**src/rtl/dhf_pkg.sv**
```systemverilog
// Shared constants, types and helpers of the depth hole fill mode filter.
`timescale 1ns / 1ps
package dhf_pkg;

   localparam int MAX_WIDTH  = 1024;
   localparam int MAX_HEIGHT = 1024;

   localparam int COL_W  = $clog2(MAX_WIDTH);
   localparam int WSZ_W  = $clog2(MAX_WIDTH + 1);
   localparam int HSZ_W  = $clog2(MAX_HEIGHT + 1);
   localparam int ROW_W  = HSZ_W;
   localparam int FCOL_W = $clog2(MAX_WIDTH + 2);
   localparam int LAG_W  = $clog2(2 * MAX_WIDTH + 4);

   localparam int ROW_SLOTS = 16;
   localparam int SLOT_W    = $clog2(ROW_SLOTS);

   localparam int WIN   = 5;
   localparam int WIN_N = WIN * WIN;
   localparam int CNT_W = $clog2(WIN_N + 1);

   localparam int PIX_W = 16;
   localparam logic [PIX_W-1:0] HOLE_LIMIT = 16'd300;

   localparam int ITH_W      = 4;
   localparam int OTH_W      = 5;
   localparam int DIM_W      = 11;
   localparam int CSR_DATA_W = 11;
   localparam int CSR_IDX_W  = 2;

   localparam int TQ_DEPTH = 4;
   localparam int QPTR_W   = $clog2(TQ_DEPTH);
   localparam int QCNT_W   = $clog2(TQ_DEPTH + 1);

   typedef enum logic [CSR_IDX_W-1:0] {
      CSR_INNER_THR  = 2'd0,
      CSR_OUTER_THR  = 2'd1,
      CSR_IMG_WIDTH  = 2'd2,
      CSR_IMG_HEIGHT = 2'd3
   } csr_index_type;

   typedef enum logic [1:0] {
      PH_COL0,
      PH_COL1,
      PH_MAIN
   } fetch_phase_type;

   typedef struct packed {
      logic [ROW_W-1:0] row;
      logic [COL_W-1:0] col;
      logic             last;
   } task_type;

   typedef struct packed {
      logic              we;
      logic [SLOT_W-1:0] slot;
      logic [COL_W-1:0]  col;
      logic [PIX_W-1:0]  data;
   } ls_wr_type;

   typedef struct packed {
      logic             re;
      logic [COL_W-1:0] col;
   } ls_rd_type;

   typedef struct packed {
      logic [ITH_W-1:0] inner_thr;
      logic [OTH_W-1:0] outer_thr;
      logic [DIM_W-1:0] width;
      logic [DIM_W-1:0] height;
   } csr_type;

   function automatic logic [WSZ_W-1:0] clamp_w(input logic [DIM_W-1:0] v);
      if (v == '0) return WSZ_W'(1);
      if (32'(v) > MAX_WIDTH) return WSZ_W'(MAX_WIDTH);
      return WSZ_W'(v);
   endfunction

   function automatic logic [HSZ_W-1:0] clamp_h(input logic [DIM_W-1:0] v);
      if (v == '0) return HSZ_W'(1);
      if (32'(v) > MAX_HEIGHT) return HSZ_W'(MAX_HEIGHT);
      return HSZ_W'(v);
   endfunction

endpackage

```
**src/rtl/dhf_front.sv**
```systemverilog
// Front: accepts words, writes the line store, tracks frame position and issues output tasks.
`timescale 1ns / 1ps
module dhf_front (
   input  logic                       clock,
   input  logic                       reset,
   input  logic                       req_tvalid,
   output logic                       req_tready,
   input  logic [dhf_pkg::PIX_W-1:0]  req_tdata,
   input  logic                       req_tuser,
   input  dhf_pkg::csr_type           csr,
   input  logic                       back_idle,
   input  logic                       tq_full,
   output logic                       tq_push,
   output dhf_pkg::task_type          tq_data,
   output dhf_pkg::ls_wr_type         ls_wr,
   output logic [dhf_pkg::WSZ_W-1:0]  frame_w,
   output logic [dhf_pkg::HSZ_W-1:0]  frame_h
);
   import dhf_pkg::*;

   logic [COL_W-1:0] in_col_ff, in_col_in;
   logic [ROW_W-1:0] in_row_ff, in_row_in;
   logic [COL_W-1:0] out_col_ff, out_col_in;
   logic [ROW_W-1:0] out_row_ff, out_row_in;
   logic [LAG_W-1:0] lag_ff, lag_in;
   logic [WSZ_W-1:0] frame_w_ff;
   logic [HSZ_W-1:0] frame_h_ff;

   logic             zero;
   logic [WSZ_W-1:0] cur_w;
   logic [HSZ_W-1:0] cur_h;
   logic             acc;
   logic             wr;
   logic [LAG_W-1:0] lag_plus;
   logic             emit;
   logic             last;

   always_comb begin
      zero  = (in_col_ff == '0) && (in_row_ff == '0) && (out_col_ff == '0) && (out_row_ff == '0);
      cur_w = zero ? clamp_w(csr.width) : frame_w_ff;
      cur_h = zero ? clamp_h(csr.height) : frame_h_ff;

      // hold a new frame until the back has read everything of the old one
      req_tready = !tq_full && (!zero || back_idle);
      acc        = req_tvalid && req_tready;
      wr         = !req_tuser && (in_row_ff < ROW_W'(cur_h));

      in_col_in = in_col_ff;
      in_row_in = in_row_ff;
      if (acc && wr) begin
         if (WSZ_W'(in_col_ff) + WSZ_W'(1) >= cur_w) begin
            in_col_in = '0;
            in_row_in = in_row_ff + ROW_W'(1);
         end else begin
            in_col_in = in_col_ff + COL_W'(1);
         end
      end

      lag_plus = lag_ff + LAG_W'(acc && wr);
      emit     = acc && ((lag_plus >= (LAG_W'(cur_w) << 1) + LAG_W'(3))
                         || (in_row_in == ROW_W'(cur_h)));
      last     = (out_row_ff == ROW_W'(cur_h - HSZ_W'(1)))
                 && (WSZ_W'(out_col_ff) + WSZ_W'(1) == cur_w);

      lag_in     = emit ? lag_plus - LAG_W'(1) : lag_plus;
      out_col_in = out_col_ff;
      out_row_in = out_row_ff;
      if (emit) begin
         if (last) begin
            in_col_in  = '0;
            in_row_in  = '0;
            out_col_in = '0;
            out_row_in = '0;
            lag_in     = '0;
         end else if (WSZ_W'(out_col_ff) + WSZ_W'(1) >= cur_w) begin
            out_col_in = '0;
            out_row_in = out_row_ff + ROW_W'(1);
         end else begin
            out_col_in = out_col_ff + COL_W'(1);
         end
      end
   end

   always_ff @(posedge clock) begin
      if (reset) begin
         in_col_ff  <= '0;
         in_row_ff  <= '0;
         out_col_ff <= '0;
         out_row_ff <= '0;
         lag_ff     <= '0;
         frame_w_ff <= WSZ_W'(1);
         frame_h_ff <= HSZ_W'(1);
      end else begin
         in_col_ff  <= in_col_in;
         in_row_ff  <= in_row_in;
         out_col_ff <= out_col_in;
         out_row_ff <= out_row_in;
         lag_ff     <= lag_in;
         if (acc) begin
            frame_w_ff <= cur_w;
            frame_h_ff <= cur_h;
         end
      end
   end

   assign tq_push      = emit;
   assign tq_data.row  = out_row_ff;
   assign tq_data.col  = out_col_ff;
   assign tq_data.last = last;
   assign ls_wr.we     = acc && wr;
   assign ls_wr.slot   = SLOT_W'(in_row_ff);
   assign ls_wr.col    = in_col_ff;
   assign ls_wr.data   = req_tdata;
   assign frame_w      = frame_w_ff;
   assign frame_h      = frame_h_ff;

   assert property (@(posedge clock) disable iff (reset) emit |-> !tq_full)
      else $error("task issued into a full queue");
   assert property (@(posedge clock) disable iff (reset) (acc && zero) |-> back_idle)
      else $error("frame started while the back still reads the line store");

endmodule

```
**config.mk**
```make
export PLATFORM = sky130hd
export DESIGN_NAME = dhf_front
export DESIGN_NICKNAME = d
export VERILOG_FILES = /design/src/rtl/dhf_pkg.sv /design/src/rtl/dhf_front.sv
export SDC_FILE = /design/constraint.sdc
export NUM_CORES = 1
export LEC_CHECK = 0
export BUFFER_PORTS_ARGS = -buffer_cell sky130_fd_sc_hd__buf_2
export CAP_MARGIN = 10
export CORE_MARGIN = 10
export CORE_UTILIZATION = 38
export CTS_CLUSTER_SIZE = 20
export DETAILED_ROUTE_END_ITERATION = 6
export PLACE_DENSITY = 0.69
export SLEW_MARGIN = 20
export SYNTH_ARGS = -nofsm -noshare
export SYNTH_HDL_FRONTEND = slang
export SYNTH_SLANG_ARGS = --single-unit
```
**constraint.sdc**
```tcl
create_clock -name clock -period 17.07 [get_ports clock]
set_input_delay 0.8535 -clock clock [delete_from_list [all_inputs] [get_ports clock]]
set_output_delay 0.8535 -clock clock [all_outputs]
set_load 0.02 [all_outputs]
```
# [After elaboration in Yosys (flattened, before gate mapping)]
# Index checks and enable logic that the tools add are counted.
[totals] out_inout_bits=77 register_bits=76 wordCells=79 in_bits=53
[op_classes] addsub=10 mux=31 eq_ne=3 reduce_logical=22 order_cmp=6
[ops] operator="$mux 11" n=16
[ops] operator="$mux 10" n=6
[ops] operator="$logic_not 11->1" n=4
[ops] operator="$mux 12" n=3
[ops] operator="$eq 11x11->1" n=3
[ops] operator="$add 10x1->11 const B" n=2
[ops] operator="$add 11x1->11 const B" n=2
[ops] operator="$ge 11x11->1" n=2
[ops] operator="$gt 11x11->1 const B" n=2
[ops] operator="$add 10x1->10 const B" n=2
[ops] operator="$logic_not 10->1" n=2
[ops] operator="$add 12x1->12" n=1
[ops] operator="$add 12x2->12 const B" n=1
[ops] operator="$ge 12x12->1" n=1
[ops] operator="$sub 12x1->12 const B" n=1
[ops] operator="$lt 11x11->1" n=1
[ops] operator="$sub 11x1->11 const B" n=1
[ops] operator="$logic_and 1x1->1" n=9
[ops] operator="$mux 1" n=6
[ops] operator="$logic_not 1->1" n=3
[ops] operator="$logic_or 1x1->1" n=2
[ops] operator="$reduce_and 2->1" n=1
[ops] operator="$reduce_bool 2->1" n=1

# [Depth between registers and ports, before layout]
[depth] depth_word=16 mapped_depth=33 ltp_nobuf=29

# [Least setup slack after synthesis]
# OpenSTA, ideal clock, no wires.
[synth_path] kind="register -> output" from="reg out_row_ff[0]" to="out tq_push" setup_slack_ps=10101 required_time_ps=16216 path_stages_with_launch=31 t_arrival_ps=6116 path_buffers=4 path_cell_list="dfxtp_1 > inv_1 > ha_1 > nor4bb_1 > and4_1 > nand3_2 > buf_6 > buf_2 > a21boi_0 > ha_1 > nand4_1 > o2111ai_1 > nor3_1 > o211a_1 > nand2_1 > inv_1 > clkbuf_1 > ha_1 > xor2_1 > ha_1 > a21o_1 > a21o_1 > a21o_1 > a21o_1 > a21o_1 > a211oi_1 > o31a_1 > nor2_1 > nor2_2 > buf_6 > clkinv_1"
[synth_rtl] element="from (decl)" line_no="dhf_front.sv:24" source="logic [ROW_W-1:0] out_row_ff, out_row_in;"
[synth_rtl] element="from (signal assigned)" line_no="dhf_front.sv:97" source="out_row_ff <= out_row_in;"
[synth_rtl] element="to (decl)" line_no="dhf_front.sv:13" source="output logic tq_push,"

# [Worst setup path in the final report]
[layout_path] from="reg out_row_ff[0]" to="out tq_push"
[layout_via] elab_chain_cells=11 elab_cells_between_ends=20 cone_classes="add/sub: 2; order compare: 3; eq/ne: 1; mux: 4; reduce/logical: 10"
[layout_rtl] element="$logic_not 11->1 (*)" line_no="dhf_front.sv:39" source="zero = (in_col_ff == '0) && (in_row_ff == '0) && (out_col_ff == '0) && (out_row_ff == '0);"
[layout_rtl] element="$logic_and 1x1->1 (*)" line_no="dhf_front.sv:39"
[layout_rtl] element="branches (longest 8 deep; another with $add 12x1->12)"
[layout_rtl] element="$logic_and 1x1->1 (*)" line_no="dhf_front.sv:60" source="emit = acc && ((lag_plus >= (LAG_W'(cur_w) << 1) + LAG_W'(3))"
# Every way passes the cells marked *.

==> flow_metrics.env <==
export IMPL_post_cts_buffers=0
export IMPL_r2r_setup_slack_ns=8.27
export IMPL_die_w_um=151
export IMPL_cp_arrival_ns=8.59
export IMPL_grt_overflow_total=0
export IMPL_worst_hold_slack_ns=0.511
export IMPL_rsz0062_at_grt="no"
export IMPL_worstMarginPinSlew_ns=1.03
export IMPL_setup_violations=0
export IMPL_finalNetCount=974
export IMPL_grt_start_max_net_pins=45
export IMPL_cap_violations=0
export IMPL_r2r_start="out_row_ff[0]"
export IMPL_vias=6235
export IMPL_synthCells=816
export IMPL_ys_seq_area_frac=0.234
export IMPL_status="finished clean"
export IMPL_async_reset_ff_frac=0
export IMPL_drt_iter0_markers=502
export IMPL_grt_usage=0.173
export IMPL_avgRoutedWirePerCell_um=18.1
export IMPL_hpwl_um=14900
export IMPL_post_synth_top_count_cell="nor2_1"
export IMPL_ios=130
export IMPL_synth_seq_cells=76
export IMPL_layout_drive_gt1_share=0.153
export IMPL_hold_viol=0
export IMPL_cts_sinks=76
export IMPL_drc=0
export IMPL_fin_area_um2=7240
export IMPL_crit_path_max_fanout=38
export IMPL_antenna_left=0
export IMPL_hold_path_class="reg -> reg"
export IMPL_ys_flop_type="dfxtp_1"
export IMPL_post_cts_resized=0
export IMPL_place_area_um2=6970
export IMPL_min_to="out_col_ff[1]"
export IMPL_die_area_um2=22800
export IMPL_cts_htree_levels=3
export IMPL_final_setup_tns_ns=0
export IMPL_worstSkewPairLatency_ns=0.36
export IMPL_diodes=0
export IMPL_power_density_nw_per_um2=62.9
export IMPL_netlist_area_um2=6510
export IMPL_cts_root_buf="clkbuf_16"
export IMPL_whs_path_depth=2
export IMPL_max_freq_mhz=106
export IMPL_synthToLayoutAreaGrowth_pct=11.2
export IMPL_rows=47
export IMPL_clk_path_buf_depth=2
export IMPL_drt_first_pass_iters=5
export IMPL_ir_worst_vdd_mv=0.0522
export IMPL_clk_pin_slew_worst_paths_ns=0.06
export IMPL_synthTopCellsByArea="dfxtp_1 (23%), ha_1 (11%), nor2_1 (5.6%), xnor2_1 (5.0%), xor2_1 (4.7%)"
export IMPL_initial_core_util=0.390
export IMPL_tritoncts="yes"
export IMPL_dieHeight_um=151
export IMPL_critPathKind="reg -> out"
export IMPL_synth_top_cell_by_area="dfxtp_1"
export IMPL_post_route_min_period_ns=9.44
export IMPL_grt_antenna_before_repair=0
export IMPL_worst_setup_path_start_kind="flip-flop"
export IMPL_gp_congestion=0.879
export IMPL_hp_start="out_col_ff[1]"
export IMPL_grt_pass1_wl_um=31500
export IMPL_yosys_area_top_type_share=0.234
export IMPL_synth_top_cells_by_count="nor2_1 (97), dfxtp_1 (76), ha_1 (56)"
export IMPL_r2r_cells=27
export IMPL_cts_made_buffers=9
export IMPL_relSlewSlack=0.312
export IMPL_end_kind="output port"
export IMPL_core_um2=16700
export IMPL_fin_crit_sh=0.553
export IMPL_r2r_end="in_row_ff[2]"
export IMPL_ys_types=75
export IMPL_fillers=1709
export IMPL_leakagePower_uw=0.00309
export IMPL_required_ns=16.22
export IMPL_hold_buffers=0
export IMPL_drv_slew=0
export IMPL_grt_pass1_vias=5801
export IMPL_vias_per_cell=5.73
export IMPL_synth_warnings=0
export IMPL_skew_ns=0.00712
export IMPL_portBuffers=88
export IMPL_routed_wl_um=19800
export IMPL_synth_area_per_cell_um2=7.98
export IMPL_syn_nets=925
export IMPL_synth_edf_count=0
## worst max path at each step
stage | slack (ns) | cells after the start | from | end
floorplan | 10.10 | 30 | out_row_ff[0] | tq_push
global placement | 8.22 | 27 | out_row_ff[0] | tq_push
detailed placement | 8.04 | 27 | out_row_ff[0] | tq_push
CTS | 7.68 | 27 | out_row_ff[0] | tq_push
global route | 7.06 | 27 | out_row_ff[0] | tq_push
finish | 7.63 | 27 | out_row_ff[0] | tq_push
## layout make-up
class	count	area (um^2)	share of cell area
Tap cell	220	275	0.0380
Timing Repair Buffer	94	485	0.0671
Sequential cell	76	1520	0.210
Clock inverter	2	10.0	0.00138
Clock buffer	13	260	0.0360
Multi-Input combinational cell	655	4580	0.632
Inverter	29	109	0.0150
## through the flow
stage / instances / util / total power, uW / worst slack, ns
2_1_floorplan: 816 / - / 255 / 10.10
3_3_place_gp: 1074 / 0.417 / 274 / 8.22
3_5_place_dp: 1074 / 0.417 / 275 / 8.04
4_1_cts: 1089 / 0.433 / 458 / 7.68
5_1_grt: 1089 / 0.433 / 475 / 7.06
6_report: 1089 / 0.433 / 455 / 7.63
## power breakdown
part / internal, uW / switching (uW) / total (uW)
registers: 181 / 3.80 / 185
clock network: 105 / 77.9 / 183
logic: 31.6 / 55.3 / 86.9
total: 318 / 137 / 455
## layer usage
metal	global-route usage	wire [um]	share of wire
met5	0	0	0
met4	0.0602	391	0.020
met3	0.0349	1270	0.064
met2	0.267	8810	0.45
met1	0.235	9290	0.47
## registers in the layout (all words and copies together), names as in the netlist
register / cells
lag_ff: 12
frame_h: 11
frame_w: 11
in_row_ff: 11
out_row_ff: 11
in_col_ff: 10
out_col_ff: 10
## critical path, stage by stage, from the launching register on
cell and delay (ns):
dfxtp_1 0.37, inv_1 0.11, ha_1 0.24, nor4bb_1 0.37, and4_1 0.37, nand3_2 0.83, mux2i_1 0.95, ha_1 0.38
a21oi_1 0.16, o2111ai_1 0.13, nor3_1 0.20, o211a_1 0.29, nand2_1 0.26, inv_1 0.51, ha_1 0.29, xor2_1 0.27
ha_1 0.29, a21o_1 0.18, a21o_1 0.18, a21o_1 0.18, a21o_1 0.17, a21o_1 0.17, a211oi_1 0.29, o31a_1 0.21
nor2_1 0.13, nor2_2 0.16, clkinv_1 0.25, buf_2 0.26
## logic make-up (layout without fill, tap and decap cells)
logic type	Yosys count	count (layout)	share of synthesized area
buf+inv	85	138	0.0654
compound gates	181	181	0.190
fa+ha+maj	57	57	0.109
mux	15	15	0.0285
flops	76	76	0.234
simple gates	330	330	0.276
xor+xnor	72	72	0.0969
## cell usage in the layout, fill, tap and decap left out, types with 3 or more instances in the layout
cell,instances
nor2_1,97
buf_2,88
dfxtp_1,76
ha_1,56
a21oi_1,46
xnor2_1,37
nand2_1,36
xor2_1,35
o21ai_0,30
a211oi_1,28
inv_1,26
nand3_1,26
and3_1,25
nand4_1,24
nor3_1,22
nor3b_1,13
nor2b_1,12
nor4_1,10
a31oi_1,10
nand3b_1,10
mux2i_1,9
or3_1,9
clkbuf_16,9
o31ai_1,8
and2_1,8
nand2b_1,8
a21o_1,8
and4_1,7
o21a_1,7
o311ai_0,6
buf_4,6
o211ai_1,5
or4_1,5
a2111oi_0,4
or2_2,3
No activity file was read; power rests on OpenSTA's default activity.
