File: src/rtl/dhf_pkg.sv
// Shared constants, types and helpers of the depth hole fill mode filter.
`timescale 1ns / 1ps
package dhf_pkg;

   localparam int MAX_WIDTH  = 1024;
   localparam int MAX_HEIGHT = 1024;

   localparam int COL_W  = $clog2(MAX_WIDTH);
   localparam int WSZ_W  = $clog2(MAX_WIDTH + 1);
   localparam int HSZ_W  = $clog2(MAX_HEIGHT + 1);
   localparam int ROW_W  = HSZ_W;
   localparam int FCOL_W = $clog2(MAX_WIDTH + 2);
   localparam int LAG_W  = $clog2(2 * MAX_WIDTH + 4);

   localparam int ROW_SLOTS = 16;
   localparam int SLOT_W    = $clog2(ROW_SLOTS);

   localparam int WIN   = 5;
   localparam int WIN_N = WIN * WIN;
   localparam int CNT_W = $clog2(WIN_N + 1);

   localparam int PIX_W = 16;
   localparam logic [PIX_W-1:0] HOLE_LIMIT = 16'd300;

   localparam int ITH_W      = 4;
   localparam int OTH_W      = 5;
   localparam int DIM_W      = 11;
   localparam int CSR_DATA_W = 11;
   localparam int CSR_IDX_W  = 2;

   localparam int TQ_DEPTH = 4;
   localparam int QPTR_W   = $clog2(TQ_DEPTH);
   localparam int QCNT_W   = $clog2(TQ_DEPTH + 1);

   typedef enum logic [CSR_IDX_W-1:0] {
      CSR_INNER_THR  = 2'd0,
      CSR_OUTER_THR  = 2'd1,
      CSR_IMG_WIDTH  = 2'd2,
      CSR_IMG_HEIGHT = 2'd3
   } csr_index_type;

   typedef enum logic [1:0] {
      PH_COL0,
      PH_COL1,
      PH_MAIN
   } fetch_phase_type;

   typedef struct packed {
      logic [ROW_W-1:0] row;
      logic [COL_W-1:0] col;
      logic             last;
   } task_type;

   typedef struct packed {
      logic              we;
      logic [SLOT_W-1:0] slot;
      logic [COL_W-1:0]  col;
      logic [PIX_W-1:0]  data;
   } ls_wr_type;

   typedef struct packed {
      logic             re;
      logic [COL_W-1:0] col;
   } ls_rd_type;

   typedef struct packed {
      logic [ITH_W-1:0] inner_thr;
      logic [OTH_W-1:0] outer_thr;
      logic [DIM_W-1:0] width;
      logic [DIM_W-1:0] height;
   } csr_type;

   function automatic logic [WSZ_W-1:0] clamp_w(input logic [DIM_W-1:0] v);
      if (v == '0) return WSZ_W'(1);
      if (32'(v) > MAX_WIDTH) return WSZ_W'(MAX_WIDTH);
      return WSZ_W'(v);
   endfunction

   function automatic logic [HSZ_W-1:0] clamp_h(input logic [DIM_W-1:0] v);
      if (v == '0) return HSZ_W'(1);
      if (32'(v) > MAX_HEIGHT) return HSZ_W'(MAX_HEIGHT);
      return HSZ_W'(v);
   endfunction

endpackage

File: src/rtl/dhf_task_fifo.sv
// Short queue of output tasks between the front and the back.
`timescale 1ns / 1ps
module dhf_task_fifo (
   input  logic               clock,
   input  logic               reset,
   input  logic               push,
   input  dhf_pkg::task_type  push_data,
   input  logic               pop,
   output logic               valid,
   output dhf_pkg::task_type  head,
   output logic               full
);
   import dhf_pkg::*;

   task_type          slot_ff [TQ_DEPTH];
   logic [QPTR_W-1:0] wptr_ff, wptr_in;
   logic [QPTR_W-1:0] rptr_ff, rptr_in;
   logic [QCNT_W-1:0] count_ff, count_in;

   always_comb begin
      wptr_in  = push ? wptr_ff + QPTR_W'(1) : wptr_ff;
      rptr_in  = pop ? rptr_ff + QPTR_W'(1) : rptr_ff;
      count_in = count_ff + QCNT_W'(push) - QCNT_W'(pop);
   end

   always_ff @(posedge clock) begin
      if (reset) begin
         wptr_ff  <= '0;
         rptr_ff  <= '0;
         count_ff <= '0;
      end else begin
         wptr_ff  <= wptr_in;
         rptr_ff  <= rptr_in;
         count_ff <= count_in;
      end
   end

   always_ff @(posedge clock) begin
      if (push) begin
         slot_ff[wptr_ff] <= push_data;
      end
   end

   assign valid = (count_ff != '0);
   assign full  = (count_ff == QCNT_W'(TQ_DEPTH));
   assign head  = slot_ff[rptr_ff];

   assert property (@(posedge clock) disable iff (reset) pop |-> valid)
      else $error("task queue popped while empty");

endmodule

File: config.mk
export PLATFORM = sky130hd
export DESIGN_NAME = dhf_task_fifo
export DESIGN_NICKNAME = d
export VERILOG_FILES = /design/src/rtl/dhf_pkg.sv /design/src/rtl/dhf_task_fifo.sv
export SDC_FILE = /design/constraint.sdc
export NUM_CORES = 1
export LEC_CHECK = 0
export ABC_AREA = 1
export ABC_CLOCK_PERIOD_IN_PS = 3630
export BUFFER_PORTS_ARGS = -buffer_cell sky130_fd_sc_hd__buf_2
export CAP_MARGIN = 25
export CORE_MARGIN = 2
export CORE_UTILIZATION = 45
export CTS_BUF_LIST = sky130_fd_sc_hd__clkbuf_16
export CTS_CLUSTER_SIZE = 10
export DETAILED_ROUTE_END_ITERATION = 10
export SYNTH_ARGS = -nofsm -noshare
export SYNTH_HDL_FRONTEND = slang
export SYNTH_SLANG_ARGS = --single-unit
File: constraint.sdc
create_clock -name clock -period 3.63 [get_ports clock]
set_input_delay 0.726 -clock clock [delete_from_list [all_inputs] [get_ports clock]]
set_output_delay 0.726 -clock clock [all_outputs]
set_load 0.02 [all_outputs]
==> Yosys cells after proc, flatten, opt, wreduce, memory -nomap -nowiden <==
Memory sizes are Yosys's and may differ from the RTL's. A register that Yosys moved wholly into a read port is not among the register bits.
Cells that the tools add are included.
{ "totals": {"mem_count": 1, "ff_bits": 7, "ramBits": 88, "in_bits": 26, "elab_cells": 14} }
{ "mem_list": {"columns": ["name", "depth", "word_bits", "read_ports", "rd_clocked_by_memory_dff", "write_ports", "line", "rtl"], "rows": [
  ["slot_ff", 4, 22, 1, 1, 1, "dhf_task_fifo.sv:15", "task_type slot_ff [TQ_DEPTH];"]
]} }
{ "op_classes": {"eq_ne": 1, "addsub": 4, "n_mux": 4, "reduce_logical": 1} }
{ "op_table": {"columns": ["operator", "n"], "rows": [
  ["adder 2 x 1 -> 2 bit (second input constant)", 2],
  ["two-way mux 2 bit", 2],
  ["adder 3 x 1 -> 3 bit", 1],
  ["equality test 3 bit (second input constant)", 1],
  ["nonzero test 3 bit", 1],
  ["subtractor 3 x 1 -> 3 bit", 1],
  ["two-way mux 1 bit", 2]
]} }

==> Logic depth before layout (Yosys ltp) <==
Gate-level depths: netlist of the first run.
{ "depth": {"word_depth": 3, "depth_mapped": 8} }

==> Least setup slack after synthesis of the first run <==
OpenSTA, ideal clock, no wires.
{ "synth_path": {"kind": "input to register", "start": "input port pop", "end": "register count_ff[2]", "path_slack_ns": 1.798, "cell_stages": 6, "path_buffers": 0, "arrival_time_ns": 1.717, "required_ns": 3.515, "cell_sequence": "ha_1 inv_1 ha_1 fa_1 a21oi_1 nor2_1"} }
{ "synth_between": {"elab_chain_len": 1} }
{ "synth_rtl": {"columns": ["element", "line", "rtl"], "rows": [
  ["start: declaration", "dhf_task_fifo.sv:8", "input logic pop,"],
  ["subtractor 3 x 1 -> 3 bit", "dhf_task_fifo.sv:23", "count_in = count_ff + QCNT_W'(push) - QCNT_W'(pop);"],
  ["end signal: assignment", "dhf_task_fifo.sv:34", "count_ff <= count_in;"],
  ["end: declaration", "dhf_task_fifo.sv:18", "logic [QCNT_W-1:0] count_ff, count_in;"]
]} }
No other way between the ends.
A chain may end at the register's enable or synchronous reset.

==> results of run 1 <==
==> where the power goes <==
| part | total (mW) | switching [mW] | leakage (nW) | internal, mW |
|---|---|---|---|---|
| Combinational | 0.277 | 0.179 | 0.841 | 0.0988 |
| Clock | 0.842 | 0.380 | 0.131 | 0.463 |
| Sequential | 1.32 | 0.0394 | 0.884 | 1.28 |
==> flip-flops by register name (all words and copies together) (netlist names), named ones only <==
signal and cells:
rptr_ff 2, count_ff 3, slot_ff 88, wptr_ff 2
==> layout make-up <==
type                    instances  share of cell area [%]
clock buffers                   9                    4.86
well taps                     108                    2.91
clock inverters                 7                   0.999
repair buffers                 53                    7.23
flip-flops and latches         97                    61.0
inverters                      60                    4.86
multi-input cells             141                    18.1
==> metal layers <==
metal,vias up,wire [um],part of all wire [%]
met3,10,212,3.3
li1,1164,-,-
met5,-,0,0
met1,1033,2990,47
met4,0,110,1.7
met2,38,3020,48
==> kinds of logic after synthesis <==
family / count (synthesis)
simple gates: 58
fa+ha+maj: 7
compound gates: 76
flops: 97
buf+inv: 75
==> cell usage in the layout, fill, tap and decap left out, drive strengths merged <==
| cell type | instances |
|---|---|
| ha | 6 |
| dfxtp | 9 |
| o211ai | 22 |
| o21ai | 26 |
| edfxtp | 88 |
| clkbuf | 9 |
| inv | 61 |
| clkinv | 5 |
| a21oi | 28 |
| nand2 | 52 |
| clkinvlp | 1 |
| fa | 1 |
| nand3 | 2 |
| buf | 53 |
| nor2 | 4 |
==> path summary, 6_finish.rpt <==
kind	startpoint	endpoint	cells after the start
worst max-delay path	flip-flop	head[20]	4
worst min-delay path	rptr_ff[1]	flip-flop	2
worst max register to register	wptr_ff[1]	slot_ff[1][12]	4
worst min register to register	rptr_ff[1]	flip-flop	2
==> Yosys cell counts, drive strengths merged <==
master / count
o21ai: 26
fa: 1
o211ai: 22
ha: 6
nor2: 4
dfxtp: 9
nand3: 2
a21oi: 28
inv: 60
edfxtp: 88
clkbuf: 3
buf: 12
nand2: 52
==> critical path: stages, from the launching register on <==
cell     delay, ns
dfxtp_4       0.93
a21oi_1       0.15
o21ai_0       0.10
nand2_1       0.09
buf_2         0.17
==> flow_metrics.env, run 1 <==
export IMPL_regArea_um2=2830
export IMPL_p_leak_nw=1.86
export IMPL_met1_usage_pct=19.8
export IMPL_place_congestion=0.766
export IMPL_syn_area_um2=3990
export IMPL_grt_busiest_layer="met2"
export IMPL_grt_pass1_vias=2186
export IMPL_dieArea_um2=9640
export IMPL_wire_per_inst_um=13.3
export IMPL_cts_max_path_buffers=2
export IMPL_design_power_total_mw=2.43
export IMPL_timing_final_crit_share_pct=70.2
export IMPL_worst_slack_ns=1.08
export IMPL_die_w_um=98.2
export IMPL_powerDensity_nw_per_um2=525
export IMPL_hold_viol_final=0
export IMPL_final_cell_area_um2=4640
export IMPL_syn_avg_cell_area_um2=12.8
export IMPL_cts_buffers=9
export IMPL_critPathKind="flip-flop to primary output"
export IMPL_cp_end_kind="primary output"
export IMPL_fin_cells=475
export IMPL_rsz0062_at_grt="false"
export IMPL_post_place_ws_ns=1.38
export IMPL_start_kind="flip-flop"
export IMPL_cts_root_buf="clkbuf_16"
export IMPL_holdWs_ns=0.464
export IMPL_gr_usage_met3_pct=2.72
export IMPL_drc=0
export IMPL_dpl_cell_count=456
export IMPL_synth_cell_types=18
export IMPL_synthesis_nets=346
export IMPL_dp_hpwl_mm=3.85
export IMPL_synth_simple_area_share_pct=5.52
export IMPL_setup_viol=0
export IMPL_io_pins=50
export IMPL_critical_path_max_fanout=88
export IMPL_tightest_slew_ns=0.959
export IMPL_clk_latency_ns=0.33
export IMPL_r2r_slack_ns=1.94
export IMPL_synthTopCellsByArea="edfxtp_1 66%, inv_1 5.6%, o211ai_2 5.6%, nand2_1 4.9%, dfxtp_1 4.5%"
export IMPL_ys_ff_latch=97
export IMPL_clkTransAtPathRegs_ns=0.06
export IMPL_firstDrtPassIters=4
export IMPL_place_area_um2=4300
export IMPL_nNetsFinal=395
export IMPL_required_ns=2.90
export IMPL_nFillCells=760
export IMPL_muxShareOfSynthArea_pct=0
export IMPL_period_minus_slack_ns=2.55
export IMPL_synth_top_family_by_area="compound AO/OA/AOI/OAI gates"
export IMPL_vias=2245
export IMPL_vdd_ir_drop_max_uv=220
export IMPL_netlist_area_leader_share_pct=66.2
export IMPL_synth_compound_area_share_pct=13.2
export IMPL_synth_warnings=0
export IMPL_netlist_instances=313
export IMPL_max_slew_margin_pct=36.0
export IMPL_ant_nets=0
export IMPL_grtUsageMet2_pct=21.6
export IMPL_die_h_um=98.2
export IMPL_viasPerCell=4.73
export IMPL_cts_resized=0
export IMPL_skew_ns=0.00319
export IMPL_h_tree_depth=3
export IMPL_seq_area_frac_synth_pct=70.7
export IMPL_critPathArrivalTime_ns=1.82
export IMPL_grt_max_degree=89
export IMPL_drt_wl_total_mm=6.33
export IMPL_area_delta_synth_final_pct=16.1
export IMPL_rows=34
export IMPL_drv_slew=0
export IMPL_drtIter0Drc=125
export IMPL_overflow=0
export IMPL_synth_top_area_cell="edfxtp_1"
export IMPL_synth_xor_area_share_pct=0
export IMPL_grt_antenna_before_repair=0
export IMPL_core_area_um2=8680
export IMPL_multi_input_area_um2=841
export IMPL_fmax_mhz=393
export IMPL_cts_tree="built"
export IMPL_drv_cap=0
export IMPL_utilization_pct=53.4
export IMPL_post_cts_setup_buffers=0
export IMPL_grt_pass1_wl_mm=10.6
export IMPL_drive_above_1_share_pct=23.7
export IMPL_outcome="completed"
export IMPL_initial_utilization_pct=46.0
export IMPL_hold_class="flip-flop to flip-flop"
export IMPL_io_buffers=49
export IMPL_cts_sinks=97
export IMPL_grt_use_total_pct=14.1
export IMPL_setup_tns_final_ns=0
export IMPL_diodes=0
export IMPL_synth_fa_ha_area_share_pct=2.38
export IMPL_cts_hold_buf=0
(Power assumes the default switching activity.)
==> inputs of run 2 (changes only) <==
--- a/config.mk
+++ b/config.mk
@@ -6,7 +6,7 @@
 export NUM_CORES = 1
 export LEC_CHECK = 0
 export ABC_AREA = 1
-export ABC_CLOCK_PERIOD_IN_PS = 3630
+export ABC_CLOCK_PERIOD_IN_PS = 2530
 export BUFFER_PORTS_ARGS = -buffer_cell sky130_fd_sc_hd__buf_2
 export CAP_MARGIN = 25
 export CORE_MARGIN = 2
==> constraint.sdc (replaced) <==
create_clock -name clock -period 2.53 [get_ports clock]
set_input_delay 0.506 -clock clock [delete_from_list [all_inputs] [get_ports clock]]
set_output_delay 0.506 -clock clock [all_outputs]
set_load 0.02 [all_outputs]
==> flow_metrics.env, run 2 (same netlist as run 1, synthesis figures left out) <==
export IMPL_cts_max_path_buffers=2
export IMPL_cts_resized=0
export IMPL_cts_hold_buf=0
export IMPL_powerDensity_nw_per_um2=822
export IMPL_critPathKind="flip-flop to primary output"
export IMPL_grt_pass1_wl_mm=10.4
export IMPL_drv_slew=0
export IMPL_dp_hpwl_mm=3.96
export IMPL_grt_pass1_vias=2185
export IMPL_overflow=0
export IMPL_dieArea_um2=9640
export IMPL_rows=34
export IMPL_timing_final_crit_share_pct=83.5
export IMPL_cts_root_buf="clkbuf_16"
export IMPL_fmax_mhz=474
export IMPL_critPathArrivalTime_ns=1.61
export IMPL_critical_path_max_fanout=28
export IMPL_period_minus_slack_ns=2.11
export IMPL_place_congestion=0.764
export IMPL_h_tree_depth=3
export IMPL_core_area_um2=8680
export IMPL_wire_per_inst_um=13.5
export IMPL_setup_tns_final_ns=0
export IMPL_drive_above_1_share_pct=24.6
export IMPL_grt_antenna_before_repair=0
export IMPL_vias=2242
export IMPL_outcome="completed"
export IMPL_clk_latency_ns=0.33
export IMPL_firstDrtPassIters=4
export IMPL_met3_length_um=310
export IMPL_io_pins=50
export IMPL_ant_nets=0
export IMPL_diodes=0
export IMPL_highest_layer="met4"
export IMPL_largest_reg_flops=88
export IMPL_multi_input_area_um2=841
export IMPL_initial_utilization_pct=46.0
export IMPL_drtIter0Drc=102
export IMPL_die_h_um=98.2
export IMPL_tightest_slew_ns=0.455
export IMPL_nNetsFinal=399
export IMPL_p_leak_nw=1.90
export IMPL_grt_use_total_pct=14.2
export IMPL_area_delta_synth_final_pct=18.2
export IMPL_layout_commonest_cell="edfxtp_1"
export IMPL_drt_wl_total_mm=6.46
export IMPL_skew_ns=0.00500
export IMPL_hold_viol_final=0
export IMPL_cp_end_kind="primary output"
export IMPL_drc=0
export IMPL_regArea_um2=2830
export IMPL_die_w_um=98.2
export IMPL_wl_met1_mm=3.02
export IMPL_hold_class="input port to flip-flop"
export IMPL_layout_common_cells="88 x edfxtp_1, 60 x inv_1, 52 x nand2_1"
export IMPL_cts_sinks=97
export IMPL_design_power_total_mw=3.88
export IMPL_rsz0062_at_grt="false"
export IMPL_io_buffers=49
export IMPL_cts_buffers=9
export IMPL_largest_register="slot_ff"
export IMPL_start_kind="flip-flop"
export IMPL_vdd_ir_drop_max_uv=333
export IMPL_viasPerCell=4.69
export IMPL_drv_cap=0
export IMPL_nFillCells=740
export IMPL_wl_met2_mm=3.07
export IMPL_required_ns=2.02
export IMPL_grt_max_degree=45
export IMPL_clkTransAtPathRegs_ns=0.06
export IMPL_max_slew_margin_pct=69.6
export IMPL_top_regs="slot_ff (88), count_ff (3)"
export IMPL_post_cts_setup_buffers=0
export IMPL_setup_viol=0
export IMPL_cts_tree="built"
-- run 2: metrics by stage --
step	std cells	util (%)	hold WS, ns	setup WS [ns]	area [um^2]
floorplan	313	-	0.436	0.918	3990
global route	478	54.3	0.359	0.281	4720
CTS	478	54.3	0.349	0.388	4720
detailed placement	463	50.2	0.452	0.741	4360
global placement	463	50.2	0.450	0.744	4360
finish	478	54.3	0.365	0.418	4720
-- run 2: worst paths after layout --
check,start,endpoint,slack [ns],cells after the start
hold / removal,reset,count_ff[0],0.37,2
setup / recovery,flip-flop,head[0],0.42,5
hold reg to reg,rptr_ff[1],flip-flop,0.46,2
setup reg to reg,count_ff[0],count_ff[2],1.01,7
-- run 2: report_power, final --
| part | internal [mW] | switching (mW) | total (mW) |
|---|---|---|---|
| Clock | 1.06 | 0.534 | 1.59 |
| Sequential | 1.83 | 0.0367 | 1.87 |
| Combinational | 0.142 | 0.276 | 0.418 |
-- run 2: layout make-up --
cell class	instances	area share, %
Multi-Input combinational cell	141	17.8
Clock inverter	6	2.79
Timing Repair Buffer	57	7.00
Inverter	60	4.78
Sequential cell	97	60.0
Clock buffer	9	4.78
Tap cell	108	2.87
-- run 2: layer usage --
metal  vias to the layer above  track usage (%)
met5                         -                0
met4                         0             5.06
met3                         4             5.23
met2                        37             22.7
met1                      1029             18.1
li1                       1172                -
-- run 2: critical path: stages (launching register included) --
cell,delay [ns]
dfxtp_2,0.61
buf_12,0.26
a21oi_1,0.06
o21ai_1,0.09
nand2_1,0.08
buf_2,0.16
==> inputs of run 3 (changes only) <==
--- a/config.mk
+++ b/config.mk
@@ -5,8 +5,8 @@
 export SDC_FILE = /design/constraint.sdc
 export NUM_CORES = 1
 export LEC_CHECK = 0
-export ABC_AREA = 1
-export ABC_CLOCK_PERIOD_IN_PS = 2530
+export ABC_AREA = 0
+export ABC_CLOCK_PERIOD_IN_PS = 2200
 export BUFFER_PORTS_ARGS = -buffer_cell sky130_fd_sc_hd__buf_2
 export CAP_MARGIN = 25
 export CORE_MARGIN = 2
==> constraint.sdc (replaced) <==
create_clock -name clock -period 2.2 [get_ports clock]
set_input_delay 0.44 -clock clock [delete_from_list [all_inputs] [get_ports clock]]
set_output_delay 0.44 -clock clock [all_outputs]
set_load 0.02 [all_outputs]
==> flow_metrics.env, run 3 <==
export IMPL_io_pins=50
export IMPL_synth_edf_count=88
export IMPL_required_ns=1.76
export IMPL_start_kind="flip-flop"
export IMPL_outcome="completed"
export IMPL_grt_busiest_layer="met2"
export IMPL_clkTransAtPathRegs_ns=0.06
export IMPL_drc=0
export IMPL_design_power_total_mw=4.40
export IMPL_vdd_ir_drop_max_uv=583
export IMPL_dieArea_um2=8770
export IMPL_synth_cell_types=20
export IMPL_synth_warnings=0
export IMPL_cp_end_kind="primary output"
export IMPL_synth_top_flop_cell="edfxtp_1"
export IMPL_synth_top_area_cell="edfxtp_1"
export IMPL_syn_area_um2=3620
export IMPL_dp_hpwl_mm=4.01
export IMPL_critPathKind="flip-flop to primary output"
export IMPL_cp_slowest_cell="mux4_2"
export IMPL_h_tree_depth=3
export IMPL_die_w_um=93.7
export IMPL_ys_ff_latch=97
export IMPL_die_h_um=93.7
export IMPL_hold_viol_final=0
export IMPL_grt_max_degree=23
export IMPL_cts_max_path_buffers=2
export IMPL_cts_sinks=97
export IMPL_diodes=0
export IMPL_viasPerCell=4.98
export IMPL_max_slew_margin_pct=68.8
export IMPL_timing_final_crit_share_pct=92.3
export IMPL_area_delta_synth_final_pct=21.7
export IMPL_fmax_mhz=493
export IMPL_layout_commonest_cell="edfxtp_1"
export IMPL_firstDrtPassIters=4
export IMPL_synthesis_nets=189
export IMPL_met1_usage_pct=17.7
export IMPL_initial_utilization_pct=46.6
export IMPL_syn_avg_cell_area_um2=23.2
export IMPL_grt_pass1_vias=1846
export IMPL_nNetsFinal=257
export IMPL_synthTopCellsByArea="edfxtp_1 73%, mux4_2 12%, dfxtp_1 5.0%, ha_1 2.1%, mux4_1 1.5%"
export IMPL_cp_cell_sequence="buf_12, mux4_2, buf_2"
export IMPL_grt_antenna_before_repair=0
export IMPL_largest_register="slot_ff"
export IMPL_drv_cap=0
export IMPL_skew_ns=0.00345
export IMPL_place_congestion=0.655
export IMPL_overflow=0
export IMPL_drv_slew=0
export IMPL_netlist_area_leader_share_pct=73.0
export IMPL_slowest_delay_ns=0.53
export IMPL_largest_reg_flops=88
export IMPL_vias=1644
export IMPL_tightest_slew_ns=0.467
export IMPL_wire_per_inst_um=17.5
export IMPL_nFillCells=619
export IMPL_drt_wl_total_mm=5.79
export IMPL_io_buffers=49
export IMPL_drtIter0Drc=79
export IMPL_rsz0062_at_grt="false"
export IMPL_clk_latency_ns=0.33
export IMPL_period_minus_slack_ns=2.03
export IMPL_critical_path_max_fanout=15
export IMPL_hold_class="input port to flip-flop"
export IMPL_synthTopCellsByCount="88 x edfxtp_1, 20 x mux4_2, 9 x dfxtp_1, 6 x ha_1, 6 x inv_1"
export IMPL_seq_area_frac_synth_pct=78.0
export IMPL_grt_pass1_wl_mm=9.18
export IMPL_setup_tns_final_ns=0
export IMPL_critPathArrivalTime_ns=1.59
export IMPL_grt_use_total_pct=14.5
export IMPL_gr_usage_met3_pct=3.85
export IMPL_cts_root_buf="clkbuf_16"
export IMPL_p_leak_nw=1.57
export IMPL_cts_tree="built"
export IMPL_cts_buffers=9
export IMPL_layout_common_cells="88 x edfxtp_1, 49 x buf_2, 20 x mux4_2"
export IMPL_netlist_instances=156
export IMPL_core_area_um2=7770
export IMPL_top_regs="slot_ff (88), count_ff (3)"
export IMPL_yosysMostFrequentCell="edfxtp_1"
export IMPL_drive_above_1_share_pct=43.0
export IMPL_powerDensity_nw_per_um2=999
export IMPL_rows=32
export IMPL_async_flop_share_pct=0
export IMPL_grtUsageMet2_pct=25.2
export IMPL_ant_nets=0
export IMPL_setup_viol=0
## run 3: changes by cell type in the layout (fill, tap and decap cells not counted), moves of 4 or more
| cell | delta |
|---|---|
| o21ai_0 | -24 |
| nand2_1 | -52 |
| o211ai_2 | -18 |
| and2_1 | +4 |
| a21oi_1 | -27 |
| inv_1 | -54 |
| o211ai_1 | -4 |
| buf_4 | +5 |
| mux4_2 | +20 |
## run 3: per-stage QoR
stage          setup WS [ns]  util [%]  area, um^2  hold slack, ns  cells
2_1_floorplan          0.446         -        3620           0.492    156
3_3_place_gp           0.279      52.1        4050           0.519    313
3_5_place_dp           0.207      52.1        4050           0.540    313
4_1_cts               0.0346      56.5        4390           0.310    328
5_1_grt                0.119      56.7        4410           0.316    330
6_report               0.170      56.7        4410           0.325    330
## run 3: worst paths after layout
| check | from | end | slack (ns) | cells past startpoint |
|---|---|---|---|---|
| worst min register to register | rptr_ff[1] | flip-flop | 0.55 | 2 |
| worst min-delay path | push_data[15] | slot_ff[2][15] | 0.32 | 1 |
| worst max-delay path | flip-flop | head[5] | 0.17 | 3 |
| worst max register to register | count_ff[0] | count_ff[2] | 0.42 | 7 |
## run 3: power by group
| part | switching (mW) | internal [mW] |
|---|---|---|
| combinational | 0.281 | 0.239 |
| clock | 0.615 | 1.11 |
| sequential | 0.0356 | 2.12 |
## run 3: critical path: cells and delay by family, from the launching register on
| kind | cells | cell delay (ns) |
|---|---|---|
| buffers and inverters | 2 | 0.36 |
| flip-flops | 1 | 0.37 |
| multiplexers | 1 | 0.53 |
## run 3: logic make-up (layout without fill, tap and decap cells)
group                      after synthesis  after routing  synth area share (%)
and+or+nand+nor                         14             14                  2.11
adders and majority gates                7              7                  2.63
buffers and inverters                   10             82                  1.52
xor gates and xnor gates                 3              3                  1.14
DFF                                     97             97                  78.0
AOI/OAI and AO/OA                        2              2                 0.415
muxes                                   23             23                  14.2
## run 3: final cells by class
type	instances	area, um^2	share of cell area (%)
clock buffer	9	225	5.11
clock inverter	6	115	2.61
inverter	6	22.5	0.511
multi-input combinational	49	741	16.8
sequential	97	2830	64.2
tap	102	128	2.90
timing repair buffer	61	348	7.90
## run 3: what timing repair did
item                                    in CTS  in global routing
setup buffers                                0                  2
endpoints found under the setup margin      15                  2
gates resized for setup                      1                  0
pin swaps                                    0                  0
endpoints found under the hold margin        0                  0
hold buffers                                 0                  0
## run 3: per-layer routing
metal | wire [um] | share of wire (%)
met1 | 2350 | 41
met2 | 3160 | 55
met3 | 226 | 3.9
met4 | 53 | 0.92
met5 | 0 | 0
